--- config.mk ---
export PLATFORM = sky130hd
export DESIGN_NAME = ppts_screen
export DESIGN_NICKNAME = d
export VERILOG_FILES = /design/src/rtl/core/ppts_pkg.sv /design/src/rtl/core/ppts_screen.sv
export SDC_FILE = /design/constraint.sdc
export NUM_CORES = 2
export LEC_CHECK = 0
export ABC_CLOCK_PERIOD_IN_PS = 9500
export BUFFER_PORTS_ARGS = -buffer_cell sky130_fd_sc_hd__buf_4
export CAP_MARGIN = 20
export CELL_PAD_IN_SITES_DETAIL_PLACEMENT = 1
export CELL_PAD_IN_SITES_GLOBAL_PLACEMENT = 1
export CORE_MARGIN = 4
export CORE_UTILIZATION = 33
export CTS_CLUSTER_SIZE = 30
export DETAILED_ROUTE_END_ITERATION = 10
export PLACE_DENSITY = 0.67
export RECOVER_POWER = 50
export SLEW_MARGIN = 20
export SYNTH_ARGS = -nofsm -noshare
export SYNTH_HDL_FRONTEND = slang
export SYNTH_SLANG_ARGS = --single-unit
--- constraint.sdc ---
create_clock -name clk -period 9.5 [get_ports clk]
set_input_delay 0.475 -clock clk [delete_from_list [all_inputs] [get_ports clk]]
set_output_delay 0.475 -clock clk [all_outputs]
set_load 0.01 [all_outputs]
--- src/rtl/core/ppts_pkg.sv ---
// Shared types, constants and helpers for the perspective projection core.
`default_nettype none
package ppts_pkg;

  localparam int unsigned DATA_W     = 32;
  localparam int unsigned CFG_W      = 14;
  localparam int unsigned HALF_W     = CFG_W - 1;
  localparam int unsigned FRAC_W     = 16;
  localparam int unsigned DIVIDEND_W = DATA_W + FRAC_W;
  localparam int unsigned DIV_SPS    = 4;
  localparam int unsigned DIV_STAGES = DIVIDEND_W / DIV_SPS;
  localparam int unsigned SUM_W      = 50;

  localparam logic signed [DATA_W-1:0] W_MIN = 32'sd6554;
  localparam logic [CFG_W-1:0] WIDTH_RST  = 14'd1920;
  localparam logic [CFG_W-1:0] HEIGHT_RST = 14'd1080;

  typedef enum logic {
    OP_PROJECT = 1'b0,
    OP_LOAD    = 1'b1
  } op_t;

  typedef enum logic {
    CFG_SCREEN_WIDTH  = 1'b0,
    CFG_SCREEN_HEIGHT = 1'b1
  } cfg_idx_t;

  typedef struct packed {
    logic valid;
    logic vis;
  } ppts_tag_t;

  function automatic logic signed [DATA_W-1:0] sat32(input logic signed [SUM_W-1:0] v);
    logic signed [SUM_W-1:0] hi;
    logic signed [SUM_W-1:0] lo;
    hi = SUM_W'(64'sh7FFFFFFF);
    lo = -SUM_W'(64'sh80000000);
    if (v > hi) begin
      return 32'sh7FFFFFFF;
    end else if (v < lo) begin
      return 32'sh80000000;
    end
    return v[DATA_W-1:0];
  endfunction

endpackage
`default_nettype wire

--- src/rtl/core/ppts_screen.sv ---
// Viewport mapping: NDC saturation, half-size multiply, offset and output register.
`default_nettype none
module ppts_screen (
  input  wire                               clk,
  input  wire                               rst_n,
  input  wire                               adv,
  input  ppts_pkg::ppts_tag_t               tag_i,
  input  wire  [ppts_pkg::DIVIDEND_W-1:0]   quot_x,
  input  wire  [ppts_pkg::DIVIDEND_W-1:0]   quot_y,
  input  wire  [1:0]                        neg,
  input  wire  [ppts_pkg::HALF_W-1:0]       half_w,
  input  wire  [ppts_pkg::HALF_W-1:0]       half_h,
  output ppts_pkg::ppts_tag_t               tag_o,
  output logic signed [31:0]                screen_x,
  output logic signed [31:0]                screen_y
);
  import ppts_pkg::*;

  localparam int unsigned PROD_W = HALF_W + 1 + DATA_W;

  ppts_tag_t                tag1_r;
  ppts_tag_t                tag2_r;
  ppts_tag_t                tag3_r;
  logic signed [DATA_W-1:0] ndc_x_r;
  logic signed [DATA_W-1:0] ndc_y_r;
  logic signed [PROD_W-1:0] prod_x_r;
  logic signed [PROD_W-1:0] prod_y_r;
  logic signed [DATA_W-1:0] sx_r;
  logic signed [DATA_W-1:0] sy_r;
  logic signed [SUM_W-1:0]  off_w;
  logic signed [SUM_W-1:0]  off_h;
  logic signed [SUM_W-1:0]  sum_x;
  logic signed [SUM_W-1:0]  sum_y;

  function automatic logic signed [DATA_W-1:0] ndc_sat(input logic [DIVIDEND_W-1:0] q,
                                                      input logic n);
    if (!n) begin
      if (q > DIVIDEND_W'(64'h7FFFFFFF)) return 32'sh7FFFFFFF;
      return q[DATA_W-1:0];
    end
    if (q > DIVIDEND_W'(64'h80000000)) return 32'sh80000000;
    return DATA_W'(-q[DATA_W-1:0]);
  endfunction

  always_ff @(posedge clk) begin
    if (!rst_n) begin
      tag1_r <= '0;
      tag2_r <= '0;
      tag3_r <= '0;
    end else if (adv) begin
      tag1_r <= tag_i;
      tag2_r <= tag1_r;
      tag3_r <= tag2_r;
    end
  end

  assign off_w = $signed({(SUM_W-HALF_W-FRAC_W)'(0), half_w, FRAC_W'(0)});
  assign off_h = $signed({(SUM_W-HALF_W-FRAC_W)'(0), half_h, FRAC_W'(0)});
  assign sum_x = SUM_W'(prod_x_r) + off_w;
  assign sum_y = off_h - SUM_W'(prod_y_r);

  always_ff @(posedge clk) begin
    if (adv) begin
      ndc_x_r  <= ndc_sat(quot_x, neg[0]);
      ndc_y_r  <= ndc_sat(quot_y, neg[1]);
      prod_x_r <= $signed({1'b0, half_w}) * ndc_x_r;
      prod_y_r <= $signed({1'b0, half_h}) * ndc_y_r;
      sx_r     <= tag2_r.vis ? sat32(sum_x) : '0;
      sy_r     <= tag2_r.vis ? sat32(sum_y) : '0;
    end
  end

  assign tag_o    = tag3_r;
  assign screen_x = sx_r;
  assign screen_y = sy_r;

endmodule
`default_nettype wire

==> flow_summary.rst <==
.. list-table::
   :header-rows: 1

   * - Metric
     - Value
   * - Post-DR wirelength/cell
     - 18.9 microns
   * - Result of the run
     - complete, but fails checks
   * - Data required, critical path
     - 9.82 ns
   * - Total length of routed wires
     - 117 mm
   * - Max-cap viol count
     - 3
   * - Slew @ Worst Pin
     - 5.53 ns
   * - Layout cells sized above 1
     - 5.25%
   * - Count of yosys warnings during synthesis
     - 0
   * - Class of the most critical hold timing path
     - input pin to flip-flop
   * - Max frequency
     - 130 MHz
   * - Total track usage
     - 18.1%
   * - HPWL reported at the end of detailed placement
     - 90.5 mm
   * - Syn_nets
     - 5653
   * - Cell chosen for the clock root
     - sky130_fd_sc_hd__clkbuf_16
   * - CP Buf/Inv Count
     - 6
   * - CP startpoint kind
     - flip-flop
   * - Count of fill cells added during filler insertion
     - 14500
   * - Cells traversed along the worst timing path
     - and2_1, fa_1, inv_1, fa_1, inv_1, fa_1, inv_1, fa_1, inv_1, fa_1, inv_1, fa_1, inv_1, ha_1, a21oi_1, a22oi_1, and2_1, a211oi_1, a21oi_1, o41ai_2, o21ai_1, a31oi_1, o211ai_1
   * - Number of global-route vias before repair
     - 35200
   * - Post-CTS Setup Inserts
     - 0
   * - Unrepaired setup endpoints after global routing
     - no
   * - Distinct cell type count after synthesis
     - 84
   * - Area of the die
     - 133000 sq um
   * - Clock-pin transition on the worst setup and hold timing paths
     - 0.07 ns
   * - Worst EP arrival
     - 8.04 ns
   * - Final core area utilization
     - 36.1%
   * - Synthesized instance count
     - 4525
   * - Worst reg2reg setup slack
     - 1.78 ns
   * - Die extent in x
     - 364 microns
   * - Crit. End Element
     - flip-flop
   * - Post-route clock period utilization
     - 81.3%
   * - Vias after detailed routing
     - 31100
   * - Die height
     - 364 microns
   * - Largest net degree at the start of global routing
     - 91
   * - Endpoints failing setup
     - 0
   * - Final weighted congestion of routability-driven global placement
     - 0.805
   * - Number of nets in the final layout
     - 5680
   * - Count of cells resized by post-cts repair
     - 0
   * - Number of search-and-repair iterations in the first detailed-routing pass
     - 6
   * - DRC Markers
     - 0
   * - Netlist area before placement
     - 41800 sq um
   * - Port bufs
     - 194
   * - Clock tree from TritonCTS
     - done
   * - Register area
     - 6730 sq um
   * - Cell family with the largest share of critical-path delay
     - adder cells
   * - Final hold vios
     - 0
   * - Area taken by multi-input logic gates
     - 30800 sq um
   * - Layout-stage area growth over the synthesis result
     - 8.55%
   * - Longest individual stage delay on the worst path
     - 0.64 ns
   * - Initial antenna violation count
     - 3
   * - CTS Sinks
     - 226
   * - Proportion of synthesized chip area in sequential cells
     - 16.1%
   * - Accumulated negative setup slack
     - 0 ns
   * - I/O pin count
     - 195
   * - # H-tree levels
     - 1
   * - TritonCTS Buffers
     - 29
   * - Final Max Slew Viols
     - 231
   * - Number of DRC markers in iteration 0
     - 1590
   * - Global-route wire length before repair
     - 192 mm
   * - Buffer depth of the longest clock path
     - 3
   * - Initial core utilization
     - 33.3%
   * - Post-synth EDFFs
     - 220
   * - Area inside the core boundary
     - 126000 sq um
   * - Largest fanout on the critical path
     - 13
   * - Latest clock arrival within the worst-skew pair
     - 0.61 ns
   * - Worst rel slew slack
     - -268%
   * - Startpoint-to-endpoint class of the critical path
     - flip-flop to flip-flop
   * - Vias per cell
     - 5.00
   * - Most used DFF post-synth
     - sky130_fd_sc_hd__edfxtp_1
   * - Highest-delay cell along the critical path
     - sky130_fd_sc_hd__o41ai_2
   * - Leftover overflow at the end of global routing
     - 0
   * - Failing checks
     - capacitance limit, slew limit
   * - Number of nets with antenna violations after detailed routing
     - 0
   * - Clock period minus final worst setup slack
     - 7.72 ns
   * - Post-synthesis sequential element count
     - 226
   * - FP Rows
     - 130
   * - Proportion of register bits with asynchronous set or reset after synthesis
     - 0%
   * - Total of hold buffers inserted after clock tree synthesis
     - 0
   * - Mean area per synthesized cell
     - 9.25 sq um
   * - Clk_skew
     - 0.0161 ns
[worst paths after layout]
check | cells after the start | end | start
worst max-delay path | 23 | prod_x_r[45] | ndc_x_r[6]
worst min register to register | 2 | tag2_r[1] | tag2_r[1]
worst max register to register | 23 | prod_x_r[45] | ndc_x_r[6]
worst min-delay path | 2 | tag_o[0] | rst_n
[layout by cell type, fill, tap and decap left out, drive strengths merged, types with 121 or more instances in the layout]
cell type / n
o21ai: 121
inv: 938
nand2: 539
edfxtp: 220
buf: 138
nor2: 132
a21oi: 136
and2: 443
ha: 242
fa: 757
[cell usage after synthesis (33+ instances only)]
master / number / area, sq um
sky130_fd_sc_hd__nor2_1: 131 / 492
sky130_fd_sc_hd__nor2b_1: 33 / 206
sky130_fd_sc_hd__nor3_1: 50 / 250
sky130_fd_sc_hd__ha_1: 242 / 3030
sky130_fd_sc_hd__nand3_1: 47 / 235
sky130_fd_sc_hd__and2_1: 443 / 2770
sky130_fd_sc_hd__fa_1: 757 / 15200
sky130_fd_sc_hd__xor2_1: 47 / 412
sky130_fd_sc_hd__inv_1: 934 / 3510
sky130_fd_sc_hd__o21ai_0: 110 / 551
sky130_fd_sc_hd__a21o_1: 55 / 413
sky130_fd_sc_hd__or3_1: 34 / 213
sky130_fd_sc_hd__xnor2_1: 93 / 815
sky130_fd_sc_hd__clkbuf_1: 188 / 706
sky130_fd_sc_hd__a21oi_1: 135 / 676
sky130_fd_sc_hd__edfxtp_1: 220 / 6610
sky130_fd_sc_hd__nand2_1: 539 / 2020
[cell families (layout without fill, tap and decap cells)]
logic type / Yosys count / after routing / synth area share (%)
AND/OR/NAND/NOR: 1433 / 1433 / 17.5
buffers and inverters: 1145 / 1194 / 10.4
adder cells (fa/ha/maj): 999 / 999 / 43.5
AO/OA/AOI/OAI: 571 / 571 / 9.35
flip-flops: 226 / 226 / 16.1
XOR/XNOR: 140 / 140 / 2.93
multiplexers: 11 / 11 / 0.266
other: 0 / 1 / 0
[layer usage]
metal | track usage, % | part of all wire (%)
met5 | 0 | 0
met4 | 3.06 | 1.6
met3 | 1.68 | 3.5
met2 | 30.9 | 47
met1 | 25.5 | 48
[through the flow]
step | hold WS, ns | setup WS (ns) | area [sq um] | instances
2_1_floorplan | 0.482 | 2.83 | 41800 | 4525
3_3_place_gp | 0.497 | 1.81 | 44600 | 6171
3_5_place_dp | 0.513 | 1.71 | 44600 | 6171
4_1_cts | 0.100 | 1.76 | 45700 | 6224
5_1_grt | 0.128 | 1.30 | 45400 | 6224
6_report | 0.136 | 1.78 | 45400 | 6225
[worst register-to-register path, delay by kind of cell, from the launching register on]
kind / cells / cell delay [ns]
adders and majority gates: 7 / 3.42
and+or+nand+nor: 2 / 0.51
AOI/OAI and AO/OA: 8 / 2.55
DFF: 1 / 0.62
buffers and inverters: 6 / 0.34
[area by class of cell]
class	instances	area share, %
multi-input combinational	3154	67.8
sequential	226	14.8
inverter	934	7.72
tap	1650	4.55
timing repair buffer	207	2.85
clock buffer	30	1.61
clock inverter	23	0.667
antenna	1	0.00551
[state kept, by name (all words and copies together), names as in the netlist]
signal	count
prod_y_r	46
screen_y	32
prod_x_r	46
ndc_y_r	32
screen_x	32
tag_o	2
tag2_r	2
ndc_x_r	32
tag1_r	2
Power is not shown: default switching activity piles up to over one toggle a cycle in this logic, so the estimate is an artifact.
